File: src/rtl/lag_pkg.sv
// ----------------------------------------------------------------------------
// lag_pkg
// shared widths, codes and types for the auto-gain ppfd integrator
// ----------------------------------------------------------------------------
package lag_pkg;

  localparam int COUNT_W    = 16;
  localparam int NUM_COUNTS = 8;
  localparam int SUM_W      = 19;
  localparam int THR_W      = 16;
  localparam int SCALE_W    = 20;
  localparam int GAIN_W     = 4;
  localparam int STEP_W     = 3;
  localparam int ELAPSED_W  = 16;
  localparam int PPFD_W     = 32;
  localparam int PROD1_W    = SUM_W + SCALE_W;
  localparam int PROD2_W    = PPFD_W + ELAPSED_W;
  localparam int TOTAL_W    = 48;
  localparam int CFG_IDX_W  = 3;
  localparam int CFG_DATA_W = 20;

  localparam logic [GAIN_W-1:0] GAIN_TOP   = 4'd10;
  localparam logic [GAIN_W-1:0] GAIN_RESET = 4'd7;

  // configuration register indexes
  localparam logic [CFG_IDX_W-1:0] CFG_HIGH_THR  = 3'd0;
  localparam logic [CFG_IDX_W-1:0] CFG_LOW_THR   = 3'd1;
  localparam logic [CFG_IDX_W-1:0] CFG_SCALE     = 3'd2;
  localparam logic [CFG_IDX_W-1:0] CFG_GAIN_CEIL = 3'd3;
  localparam logic [CFG_IDX_W-1:0] CFG_GAIN_STEP = 3'd4;

  typedef enum logic [1:0] {
    ACT_GAIN_CHANGED = 2'd0,
    ACT_ACCEPTED     = 2'd1,
    ACT_UNSTABLE     = 2'd2,
    ACT_CLEARED      = 2'd3
  } action_t;

  typedef logic [NUM_COUNTS-1:0][COUNT_W-1:0] count_arr_t;

endpackage

File: src/rtl/lag_scan.sv
// ----------------------------------------------------------------------------
// lag_scan
// channel scan: counts shift past one compare and one add, one channel a cycle
// ----------------------------------------------------------------------------
module lag_scan #(
  parameter int CHANNELS = 8
) (
  input  logic                       clk,
  input  logic                       rst_n,
  input  logic                       start,
  input  lag_pkg::count_arr_t        counts,
  output logic                       done,
  output logic [lag_pkg::COUNT_W-1:0] max_count,
  output logic [lag_pkg::SUM_W-1:0]  sum
);
  import lag_pkg::*;

  localparam int CNT_W = $clog2(CHANNELS + 1);

  count_arr_t         shreg_r, shreg_nxt;
  logic [CNT_W-1:0]   cnt_r, cnt_nxt;
  logic               busy_r, busy_nxt;
  logic               done_r, done_nxt;
  logic [COUNT_W-1:0] max_r, max_nxt;
  logic [SUM_W-1:0]   sum_r, sum_nxt;

  always_comb begin
    shreg_nxt = shreg_r;
    cnt_nxt   = cnt_r;
    busy_nxt  = busy_r;
    done_nxt  = 1'b0;
    max_nxt   = max_r;
    sum_nxt   = sum_r;
    if (start) begin
      shreg_nxt = counts;
      cnt_nxt   = CNT_W'(CHANNELS);
      busy_nxt  = 1'b1;
      max_nxt   = '0;
      sum_nxt   = '0;
    end else if (busy_r) begin
      // head channel into max and sum, the rest move down one place
      if (shreg_r[0] > max_r) begin
        max_nxt = shreg_r[0];
      end
      sum_nxt = sum_r + SUM_W'(shreg_r[0]);
      for (int i = 0; i < NUM_COUNTS - 1; i++) begin
        shreg_nxt[i] = shreg_r[i+1];
      end
      shreg_nxt[NUM_COUNTS-1] = '0;
      cnt_nxt = cnt_r - CNT_W'(1);
      if (cnt_r == CNT_W'(1)) begin
        busy_nxt = 1'b0;
        done_nxt = 1'b1;
      end
    end
  end

  always_ff @(posedge clk) begin
    if (!rst_n) begin
      busy_r <= 1'b0;
      done_r <= 1'b0;
    end else begin
      busy_r <= busy_nxt;
      done_r <= done_nxt;
    end
    shreg_r <= shreg_nxt;
    cnt_r   <= cnt_nxt;
    max_r   <= max_nxt;
    sum_r   <= sum_nxt;
  end

  assign done      = done_r;
  assign max_count = max_r;
  assign sum       = sum_r;

endmodule

File: src/rtl/lag_sermul.sv
// ----------------------------------------------------------------------------
// lag_sermul
// bit-serial shift-add multiplier, one multiplier bit per cycle
// ----------------------------------------------------------------------------
module lag_sermul #(
  parameter int WA = 20,
  parameter int WB = 19
) (
  input  logic             clk,
  input  logic             rst_n,
  input  logic             start,
  input  logic [WA-1:0]    a,
  input  logic [WB-1:0]    b,
  output logic             done,
  output logic [WA+WB-1:0] p
);

  localparam int CNT_W = $clog2(WB + 1);

  logic [WA-1:0]    a_r, a_nxt;
  logic [WA-1:0]    hi_r, hi_nxt;
  logic [WB-1:0]    lo_r, lo_nxt;
  logic [CNT_W-1:0] cnt_r, cnt_nxt;
  logic             busy_r, busy_nxt;
  logic             done_r, done_nxt;
  logic [WA:0]      part;

  always_comb begin
    a_nxt    = a_r;
    hi_nxt   = hi_r;
    lo_nxt   = lo_r;
    cnt_nxt  = cnt_r;
    busy_nxt = busy_r;
    done_nxt = 1'b0;
    part     = {1'b0, hi_r} + (lo_r[0] ? {1'b0, a_r} : '0);
    if (start) begin
      a_nxt    = a;
      hi_nxt   = '0;
      lo_nxt   = b;
      cnt_nxt  = CNT_W'(WB);
      busy_nxt = 1'b1;
    end else if (busy_r) begin
      // partial sum shifts right, low bit drops into the multiplier register
      hi_nxt  = part[WA:1];
      lo_nxt  = {part[0], lo_r[WB-1:1]};
      cnt_nxt = cnt_r - CNT_W'(1);
      if (cnt_r == CNT_W'(1)) begin
        busy_nxt = 1'b0;
        done_nxt = 1'b1;
      end
    end
  end

  always_ff @(posedge clk) begin
    if (!rst_n) begin
      busy_r <= 1'b0;
      done_r <= 1'b0;
    end else begin
      busy_r <= busy_nxt;
      done_r <= done_nxt;
    end
    a_r   <= a_nxt;
    hi_r  <= hi_nxt;
    lo_r  <= lo_nxt;
    cnt_r <= cnt_nxt;
  end

  assign done = done_r;
  assign p    = {hi_r, lo_r};

endmodule

File: src/rtl/light_autogain_ppfd_integrator.sv
// ----------------------------------------------------------------------------
// light_autogain_ppfd_integrator
// auto-gain control with ppfd computation and saturating daily light total
// ----------------------------------------------------------------------------
// throughput: one transaction at a time; the channel scan (one channel a cycle)
//   and two bit-serial multipliers (19 and 16 steps) make up a processed reading
// reset: synchronous active-low rst_n; gain 7, total and ppfd 0, config regs
//   to their defaults, no result pending
// ----------------------------------------------------------------------------
module light_autogain_ppfd_integrator #(
  parameter int MAX_ATTEMPTS = 3,
  parameter int CHANNELS     = 8
) (
  input  logic                           clk,
  input  logic                           rst_n,
  // configuration
  input  logic                           cfg_we,
  input  logic [lag_pkg::CFG_IDX_W-1:0]  cfg_index,
  input  logic [lag_pkg::CFG_DATA_W-1:0] cfg_wdata,
  // input channel
  input  logic                           in_valid,
  output logic                           in_stall,
  input  logic                           in_func,
  input  logic [lag_pkg::COUNT_W-1:0]    in_count_f1,
  input  logic [lag_pkg::COUNT_W-1:0]    in_count_f2,
  input  logic [lag_pkg::COUNT_W-1:0]    in_count_f3,
  input  logic [lag_pkg::COUNT_W-1:0]    in_count_f4,
  input  logic [lag_pkg::COUNT_W-1:0]    in_count_f5,
  input  logic [lag_pkg::COUNT_W-1:0]    in_count_f6,
  input  logic [lag_pkg::COUNT_W-1:0]    in_count_f7,
  input  logic [lag_pkg::COUNT_W-1:0]    in_count_f8,
  input  logic [lag_pkg::ELAPSED_W-1:0]  in_elapsed_seconds,
  // result channel
  output logic                           out_valid,
  input  logic                           out_stall,
  output logic [1:0]                     out_action,
  output logic [lag_pkg::GAIN_W-1:0]     out_gain_index,
  output logic [lag_pkg::COUNT_W-1:0]    out_max_count,
  output logic [lag_pkg::PPFD_W-1:0]     out_ppfd_q8,
  output logic [lag_pkg::TOTAL_W-1:0]    out_daily_total_umol
);
  import lag_pkg::*;

  localparam int ATT_W = $clog2(MAX_ATTEMPTS + 1);

  typedef enum logic [3:0] {
    ST_IDLE,
    ST_SCAN,
    ST_DECIDE,
    ST_MUL1,
    ST_ROUND,
    ST_KICK2,
    ST_MUL2,
    ST_ACCUM,
    ST_DONE
  } state_t;

  // configuration registers
  logic [THR_W-1:0]   high_thr_r;
  logic [THR_W-1:0]   low_thr_r;
  logic [SCALE_W-1:0] scale_r;
  logic [GAIN_W-1:0]  gain_ceil_r;
  logic [STEP_W-1:0]  gain_step_r;

  // block state
  state_t               state_r;
  logic [GAIN_W-1:0]    gain_r;
  logic [ATT_W-1:0]     attempts_r;
  logic [PPFD_W-1:0]    ppfd_r;
  logic [TOTAL_W-1:0]   total_r;
  logic [ELAPSED_W-1:0] elapsed_r;
  action_t              res_action_r;
  logic [COUNT_W-1:0]   res_max_r;

  // output register
  logic                 out_valid_r;
  logic [1:0]           out_action_r;
  logic [GAIN_W-1:0]    out_gain_r;
  logic [COUNT_W-1:0]   out_max_r;
  logic [PPFD_W-1:0]    out_ppfd_r;
  logic [TOTAL_W-1:0]   out_total_r;

  // datapath units
  count_arr_t           counts;
  logic                 scan_start, scan_done;
  logic [COUNT_W-1:0]   scan_max;
  logic [SUM_W-1:0]     scan_sum;
  logic                 mul1_start, mul1_done;
  logic [PROD1_W-1:0]   prod1;
  logic                 mul2_start, mul2_done;
  logic [PROD2_W-1:0]   prod2;

  // decision and arithmetic
  logic                 in_acc;
  logic [GAIN_W-1:0]    ceil_eff, step_eff, gain_clamp;
  logic [GAIN_W-1:0]    gain_lowered, gain_raised;
  logic [GAIN_W:0]      raise_sum;
  logic                 unstable, is_high, go_down, go_up, gain_change;
  logic [4:0]           shamt;
  logic [PROD1_W:0]     rnd_sum, rnd_shift;
  logic [PPFD_W-1:0]    ppfd_sat;
  logic [PROD2_W:0]     inc_full;
  logic [TOTAL_W:0]     tot_sum;
  logic [TOTAL_W-1:0]   tot_sat;
  logic                 out_free;

  assign in_stall = (state_r != ST_IDLE);
  assign in_acc   = in_valid && !in_stall;

  assign counts[0] = in_count_f1;
  assign counts[1] = in_count_f2;
  assign counts[2] = in_count_f3;
  assign counts[3] = in_count_f4;
  assign counts[4] = in_count_f5;
  assign counts[5] = in_count_f6;
  assign counts[6] = in_count_f7;
  assign counts[7] = in_count_f8;

  // configuration writes, taken only while idle by contract on the user; the block itself does not enforce it
  always_ff @(posedge clk) begin
    if (!rst_n) begin
      high_thr_r  <= 16'd17500;
      low_thr_r   <= 16'd1500;
      scale_r     <= 20'd6941;
      gain_ceil_r <= 4'd7;
      gain_step_r <= 3'd2;
    end else if (cfg_we) begin
      case (cfg_index)
        CFG_HIGH_THR:  high_thr_r  <= cfg_wdata[THR_W-1:0];
        CFG_LOW_THR:   low_thr_r   <= cfg_wdata[THR_W-1:0];
        CFG_SCALE:     scale_r     <= cfg_wdata[SCALE_W-1:0];
        CFG_GAIN_CEIL: gain_ceil_r <= cfg_wdata[GAIN_W-1:0];
        CFG_GAIN_STEP: gain_step_r <= cfg_wdata[STEP_W-1:0];
        default: ;
      endcase
    end
  end

  // max and sum over the channels
  lag_scan #(
    .CHANNELS(CHANNELS)
  ) u_scan (
    .clk      (clk),
    .rst_n    (rst_n),
    .start    (scan_start),
    .counts   (counts),
    .done     (scan_done),
    .max_count(scan_max),
    .sum      (scan_sum)
  );

  // channel sum times scale
  lag_sermul #(
    .WA(SCALE_W),
    .WB(SUM_W)
  ) u_mul_ppfd (
    .clk  (clk),
    .rst_n(rst_n),
    .start(mul1_start),
    .a    (scale_r),
    .b    (scan_sum),
    .done (mul1_done),
    .p    (prod1)
  );

  // ppfd times elapsed seconds
  lag_sermul #(
    .WA(PPFD_W),
    .WB(ELAPSED_W)
  ) u_mul_dose (
    .clk  (clk),
    .rst_n(rst_n),
    .start(mul2_start),
    .a    (ppfd_r),
    .b    (elapsed_r),
    .done (mul2_done),
    .p    (prod2)
  );

  // gain decision, evaluated on the scan results
  always_comb begin
    ceil_eff     = (gain_ceil_r > GAIN_TOP) ? GAIN_TOP : gain_ceil_r;
    // a step of zero behaves as one
    step_eff     = (gain_step_r == '0) ? GAIN_W'(1) : GAIN_W'(gain_step_r);
    unstable     = (attempts_r >= ATT_W'(MAX_ATTEMPTS));
    is_high      = (scan_max >= high_thr_r);
    gain_lowered = (gain_r > step_eff) ? (gain_r - step_eff) : '0;
    raise_sum    = {1'b0, gain_r} + {1'b0, step_eff};
    gain_raised  = (raise_sum > {1'b0, ceil_eff}) ? ceil_eff : raise_sum[GAIN_W-1:0];
    // saturated at lowest gain, or low with gain already at the ceiling: accept
    go_down      = !unstable && is_high && (gain_r != '0);
    go_up        = !unstable && !is_high && (scan_max < low_thr_r) && (gain_r < ceil_eff);
    gain_change  = go_down || go_up;
  end

  // rounded shift by gain + 7 with saturation to 32 bits
  always_comb begin
    gain_clamp = (gain_r > GAIN_TOP) ? GAIN_TOP : gain_r;
    shamt      = 5'(gain_clamp) + 5'd7;
    rnd_sum    = {1'b0, prod1} + ((PROD1_W+1)'(1) << (shamt - 5'd1));
    rnd_shift  = rnd_sum >> shamt;
    ppfd_sat   = (|rnd_shift[PROD1_W:PPFD_W]) ? '1 : rnd_shift[PPFD_W-1:0];
  end

  // rounded micromole increment into the saturating total
  always_comb begin
    inc_full = {1'b0, prod2} + (PROD2_W+1)'(128);
    tot_sum  = {1'b0, total_r} + (TOTAL_W+1)'(inc_full[PROD2_W:8]);
    tot_sat  = tot_sum[TOTAL_W] ? '1 : tot_sum[TOTAL_W-1:0];
  end

  assign scan_start = in_acc && !in_func;
  assign mul1_start = (state_r == ST_DECIDE) && !gain_change;
  assign mul2_start = (state_r == ST_KICK2);
  assign out_free   = !out_valid_r || !out_stall;

  always_ff @(posedge clk) begin
    if (!rst_n) begin
      state_r      <= ST_IDLE;
      gain_r       <= GAIN_RESET;
      attempts_r   <= '0;
      ppfd_r       <= '0;
      total_r      <= '0;
      out_valid_r  <= 1'b0;
      res_action_r <= ACT_ACCEPTED;
      res_max_r    <= '0;
      elapsed_r    <= '0;
      out_action_r <= '0;
      out_gain_r   <= '0;
      out_max_r    <= '0;
      out_ppfd_r   <= '0;
      out_total_r  <= '0;
    end else begin
      // result taken downstream; in the hand-off state the new one replaces it
      if (out_valid_r && !out_stall && (state_r != ST_DONE)) begin
        out_valid_r <= 1'b0;
      end
      case (state_r)
        ST_IDLE: begin
          if (in_acc) begin
            if (in_func) begin
              // clear transaction: zero the total, report max as zero
              total_r      <= '0;
              res_action_r <= ACT_CLEARED;
              res_max_r    <= '0;
              state_r      <= ST_DONE;
            end else begin
              elapsed_r <= in_elapsed_seconds;
              state_r   <= ST_SCAN;
            end
          end
        end
        ST_SCAN: begin
          if (scan_done) begin
            state_r <= ST_DECIDE;
          end
        end
        ST_DECIDE: begin
          res_max_r <= scan_max;
          if (gain_change) begin
            gain_r       <= go_down ? gain_lowered : gain_raised;
            attempts_r   <= attempts_r + ATT_W'(1);
            res_action_r <= ACT_GAIN_CHANGED;
            state_r      <= ST_DONE;
          end else begin
            // accepted as is; after the last attempt it is flagged unstable
            attempts_r   <= '0;
            res_action_r <= unstable ? ACT_UNSTABLE : ACT_ACCEPTED;
            state_r      <= ST_MUL1;
          end
        end
        ST_MUL1: begin
          if (mul1_done) begin
            state_r <= ST_ROUND;
          end
        end
        ST_ROUND: begin
          ppfd_r  <= ppfd_sat;
          state_r <= ST_KICK2;
        end
        ST_KICK2: begin
          state_r <= ST_MUL2;
        end
        ST_MUL2: begin
          if (mul2_done) begin
            state_r <= ST_ACCUM;
          end
        end
        ST_ACCUM: begin
          total_r <= tot_sat;
          state_r <= ST_DONE;
        end
        ST_DONE: begin
          // hand the result to the output register once it has room
          if (out_free) begin
            out_valid_r  <= 1'b1;
            out_action_r <= res_action_r;
            out_gain_r   <= gain_r;
            out_max_r    <= res_max_r;
            out_ppfd_r   <= ppfd_r;
            out_total_r  <= total_r;
            state_r      <= ST_IDLE;
          end
        end
        default: begin
          state_r <= ST_IDLE;
        end
      endcase
    end
  end

  assign out_valid            = out_valid_r;
  assign out_action           = out_action_r;
  assign out_gain_index       = out_gain_r;
  assign out_max_count        = out_max_r;
  assign out_ppfd_q8          = out_ppfd_r;
  assign out_daily_total_umol = out_total_r;

  // gain never leaves the legal index range
  a_gain_range: assert property (@(posedge clk) disable iff (!rst_n)
    gain_r <= GAIN_TOP)
    else $error("gain index above top");

  // attempts never run past the limit
  a_attempts: assert property (@(posedge clk) disable iff (!rst_n)
    attempts_r <= ATT_W'(MAX_ATTEMPTS))
    else $error("attempt count past limit");

  // the total only falls on a clear transaction
  a_total_mono: assert property (@(posedge clk) disable iff (!rst_n)
    $past(rst_n) && !$past(in_valid && !in_stall && in_func)
      |-> total_r >= $past(total_r))
    else $error("daily total decreased without clear");

  // ppfd only moves in the rounding step
  a_ppfd_hold: assert property (@(posedge clk) disable iff (!rst_n)
    state_r != ST_ROUND |=> $stable(ppfd_r))
    else $error("ppfd changed outside rounding step");

endmodule
File: config.mk
export PLATFORM = sky130hd
export DESIGN_NAME = light_autogain_ppfd_integrator
export DESIGN_NICKNAME = d
export VERILOG_FILES = /design/src/rtl/lag_pkg.sv /design/src/rtl/lag_scan.sv /design/src/rtl/lag_sermul.sv /design/src/rtl/light_autogain_ppfd_integrator.sv
export SDC_FILE = /design/constraint.sdc
export NUM_CORES = 2
export LEC_CHECK = 0
export BUFFER_PORTS_ARGS = -buffer_cell sky130_fd_sc_hd__buf_2
export CAP_MARGIN = 10
export CORE_ASPECT_RATIO = 1.75
export CORE_MARGIN = 2
export CORE_UTILIZATION = 45
export DETAILED_ROUTE_END_ITERATION = 16
export HOLD_SLACK_MARGIN = 0.1
export PLACE_DENSITY = 0.61
export SYNTH_ARGS = -nofsm -noshare
export SYNTH_HDL_FRONTEND = slang
export SYNTH_SLANG_ARGS = --single-unit
export TNS_END_PERCENT = 1
File: constraint.sdc
create_clock -name clk -period 11.5 [get_ports clk]
set_input_delay 2.3 -clock clk [delete_from_list [all_inputs] [get_ports clk]]
set_output_delay 2.3 -clock clk [all_outputs]
set_load 0.03 [all_outputs]
==> run_results.csv <==
group,metric,value,unit
cells_and_area,syn_to_final_growth,12.4,%
hold_path,whs_path_depth,0,
pwr,p_per_area,208,nW/um^2
routing,wl_met1,36.9,mm
clock_tree,cts_hold_buf,0,
clock_tree,clk_latency,0.67,ns
worst_setup_path,cp_slowest_cell,"nor3_1",
worst_setup_path,reg2reg_depth,18,
global_route,grt_max_degree,163,
routing,wl_met3,4.33,mm
clock_tree,cts_max_level,2,
die,die_h,366,um
placed_design,placedCellCount,4906,
run,cap_violations,0,
logic_synthesis,synth_cell_types,89,
routing,vias,27959,
sta,max_freq,0.186,GHz
worst_setup_path,path_class,"flop to flop",
pwr,power.switching,2.96,mW
clock_tree,clock_path_buffers,3,
routing,drt-wirelength-per-cell,20.8,um
clock_tree,cts_tree,"built",
die,die-area,77300,um^2
logic_synthesis,syn_avg_cell_area,8.81,um^2
global_route,gr-total-overflow,0,
pwr,p_clk_share,25.7,%
worst_setup_path,worstSetupEndpointType,"flop",
logic_synthesis,syn_area,33800,um^2
worst_setup_path,critPathMaxStageDelay,0.58,ns
routing,drt_wl_total,105,mm
routing,top_layer_used,"met5",
die,start_util,45.5,%
clock_tree,root_buffer,"clkbuf_16",
logic_synthesis,synth_warnings,0,
placed_design,dp_hpwl,79.8,mm
worst_setup_path,arrival,5.91,ns
cells_and_area,drive_gt1_share,12.4,%
placed_design,finalWeightedCongestion,0.966,
logic_synthesis,synth-seq-area-share,42.4,%
pwr,leakage,16.0,nW
clock_tree,cts_resized,0,
routing,initialDrtViolationCount,1496,
global_route,grt_antenna_before_repair,6,
pwr,intPower,4.92,mW
pwr,peakVddDrop,0.235,mV
die,coreArea,74200,um^2
die,die_w,211,um
cells_and_area,nets,4416,
worst_setup_path,crit_buf_inv,0,
global_route,grt_pass1_wl,161,mm
logic_synthesis,ys_ff_latch,608,
sta,min_period_over_period,46.7,%
hold_path,hold_class,"flop to flop",
routing,first_pass_iters,5,
clock_tree,cts_buffers,58,
sta,period_needed,5.37,ns
cells_and_area,fin_cells,5018,
sta,slew_violations,0,
sta,fin_tns_setup,0,ns
worst_setup_path,worstPathMaxFanout,7,
worst_setup_path,cp_top_family,"compound AO/OA/AOI/OAI gates",
clock_tree,clk_pin_slew,0.07,ns
sta,tightestPinTransition,1.04,ns
logic_synthesis,synthFlopType,"dfxtp_1",
pwr,sw_frac_of_total,37.6,%
routing,final_antenna_net_count,0,
routing,drc_errors,0,
logic_synthesis,synth_cells,3834,
die,fp-row-count,132,
pwr,p_total,7.88,mW
die,pin_count,277,
placed_design,io_buffers,276,
pwr,comb_power_share,35.0,%
routing,routed_via_density,5.57,
global_route,grt_pass1_vias,28186,
sta,hold_slack,0.430,ns
run_status,outcome,"complete, no violations",
logic_synthesis,synth_edf_count,215,
sta,slew-limit-headroom,29.9,%
clock_tree,cts.sinks,608,
worst_setup_path,crit_cells,18,
logic_synthesis,async_reset_ff_share,0,%
routing,dr_wl_met2,54.9,mm
sta,worst_clock_skew,0.0468,ns
global_route,track_usage,26.9,%
clock_tree,post-cts-setup-buffers,0,
worst_setup_path,cp-start-kind,"flop",
sta,setup_viol,0,
worst_setup_path,path_cells,"and3_1, and2_1, nand4_1, nor3_1, and4_1, nand4_1, xnor2_1, ha_1, a21oi_1, o21ai_0, a21oi_1, o21ai_0, a21oi_1, o211a_1, a211oi_1, o21ai_0, o311ai_0, nand2_1",
sta,final-hold-violation-count,0,
pwr,power.share.sequential,39.3,%
worst_setup_path,crit_required,12.04,ns
sta,rsz0062_at_grt,"false",
cells_and_area,fillers,7067,
-- power by group through the flow --
stage,logic [mW],clock network [mW],registers [mW]
2_1_floorplan,2.10,0,2.97
3_3_place_gp,2.69,0,3.14
3_5_place_dp,2.72,0,3.15
4_1_cts,2.74,2.08,3.10
5_1_grt,3.09,2.15,3.14
6_report,2.76,2.03,3.10
-- logic make-up (layout without fill, tap and decap cells) --
logic type,after synthesis,in the layout,synth area share [%]
AND/OR/NAND/NOR,1522,1522,19.6
AO/OA/AOI/OAI,888,888,17.9
flip-flops,608,608,42.4
buffers and inverters,300,526,3.42
adder cells (fa/ha/maj),214,214,8.06
XOR/XNOR,157,157,4.07
multiplexers,144,144,4.47
other,1,21,0.0111
-- sequential cells by signal (all words and copies together) (netlist names), 19 cells and up --
signal	flops
out_daily_total_umol	48
scale_r	20
out_ppfd_q8	32
u_mul_dose.hi_r	32
u_scan.sum	19
ppfd_r	32
u_mul_ppfd.a_r	20
u_mul_dose.a_r	32
total_r	48
u_mul_ppfd.lo_r	19
u_mul_ppfd.hi_r	20
u_scan.shreg_r	128
-- metal layers --
layer | global-route usage, % | up-vias
met5 | 0 | -
met4 | 18.8 | 10
met3 | 4.07 | 301
met2 | 50.7 | 700
met1 | 26.4 | 13139
li1 | - | 13809
-- layout by cell type (no fill, tap or decap), drive strengths merged, types with 9 or more instances in the layout --
master | netlist | layout
mux2i | 99 | 99
a31oi | 24 | 24
a21o | 76 | 76
o21ai | 170 | 170
and3 | 28 | 28
nor2 | 227 | 227
a221oi | 11 | 11
nand2 | 903 | 903
mux2 | 44 | 44
nor3 | 56 | 56
buf | 13 | 308
or3 | 20 | 20
o21a | 41 | 41
ha | 208 | 208
xnor2 | 113 | 113
or2 | 17 | 17
nand2b | 27 | 27
edfxtp | 215 | 215
o21bai | 15 | 15
nor2b | 41 | 41
a21oi | 187 | 187
nand4 | 36 | 36
a211o | 11 | 11
a22oi | 20 | 20
xor2 | 44 | 44
inv | 104 | 108
a211oi | 34 | 34
clkbuf | 179 | 70
clkinv | 4 | 28
dfxtp | 393 | 393
o31ai | 12 | 12
a22o | 9 | 9
conb | 1 | 20
and2 | 81 | 81
o211ai | 41 | 41
nand3 | 50 | 50
a21boi | 151 | 151
-- through the flow --
stage / utilization [%] / setup slack (ns) / instance area (um^2)
floorplan: - / 5.04 / 33800
global placement: 48.5 / 6.23 / 35900
detailed placement: 48.5 / 6.17 / 35900
CTS: 51.2 / 6.14 / 37900
global route: 51.2 / 5.54 / 38000
finish: 51.2 / 6.13 / 38000
-- cell usage after synthesis (31+ instances only) --
| cell type | number | area, um^2 |
|---|---|---|
| nand2_1 | 903 | 3390 |
| dfxtp_1 | 393 | 7870 |
| nor2_1 | 226 | 848 |
| edfxtp_1 | 215 | 6460 |
| ha_1 | 208 | 2600 |
| a21oi_1 | 182 | 911 |
| clkbuf_1 | 179 | 672 |
| a21boi_0 | 146 | 1100 |
| o21ai_0 | 138 | 691 |
| xnor2_1 | 113 | 990 |
| inv_1 | 104 | 390 |
| mux2i_1 | 99 | 991 |
| and2_1 | 78 | 488 |
| a21o_1 | 76 | 571 |
| nor3_1 | 56 | 280 |
| nand3_1 | 50 | 250 |
| mux2_2 | 44 | 495 |
| xor2_1 | 44 | 385 |
| nor2b_1 | 41 | 257 |
| o21a_1 | 41 | 308 |
| o211ai_1 | 39 | 293 |
| nand4_1 | 36 | 225 |
| a211oi_1 | 34 | 255 |
| o21ai_1 | 31 | 155 |
-- worst reg2reg max path: stages, from the launching register on --
cell      delay (ns)
edfxtp_1        0.42
and3_1          0.20
and2_1          0.18
nand4_1         0.25
nor3_1          0.58
and4_1          0.41
nand4_1         0.14
xnor2_1         0.17
ha_1            0.45
a21oi_1         0.15
o21ai_0         0.24
a21oi_1         0.15
o21ai_0         0.19
a21oi_1         0.13
o211a_1         0.26
a211oi_1        0.53
o21ai_0         0.33
o311ai_0        0.39
nand2_1         0.09
-- layout make-up --
cell class	count	area (um^2)	share of cell area [%]
Inverter	108	405	1.07
Multi-Input combinational cell	2945	18400	48.5
Timing Repair Buffer	308	1640	4.33
Antenna cell	1	2.50	0.00659
Clock buffer	70	1540	4.05
Clock inverter	40	460	1.21
Tap cell	938	1170	3.09
Sequential cell	608	14300	37.7
-- final timing paths --
check	from	endpoint	slack [ns]
worst max-delay path	u_mul_dose.lo_r[9]	total_r[45]	6.13
worst min-delay path	scale_r[3]	u_mul_ppfd.a_r[3]	0.43
worst min register to register	scale_r[3]	u_mul_ppfd.a_r[3]	0.43
worst max register to register	u_mul_dose.lo_r[9]	total_r[45]	6.13
Power figures use the tool's default switching activity.
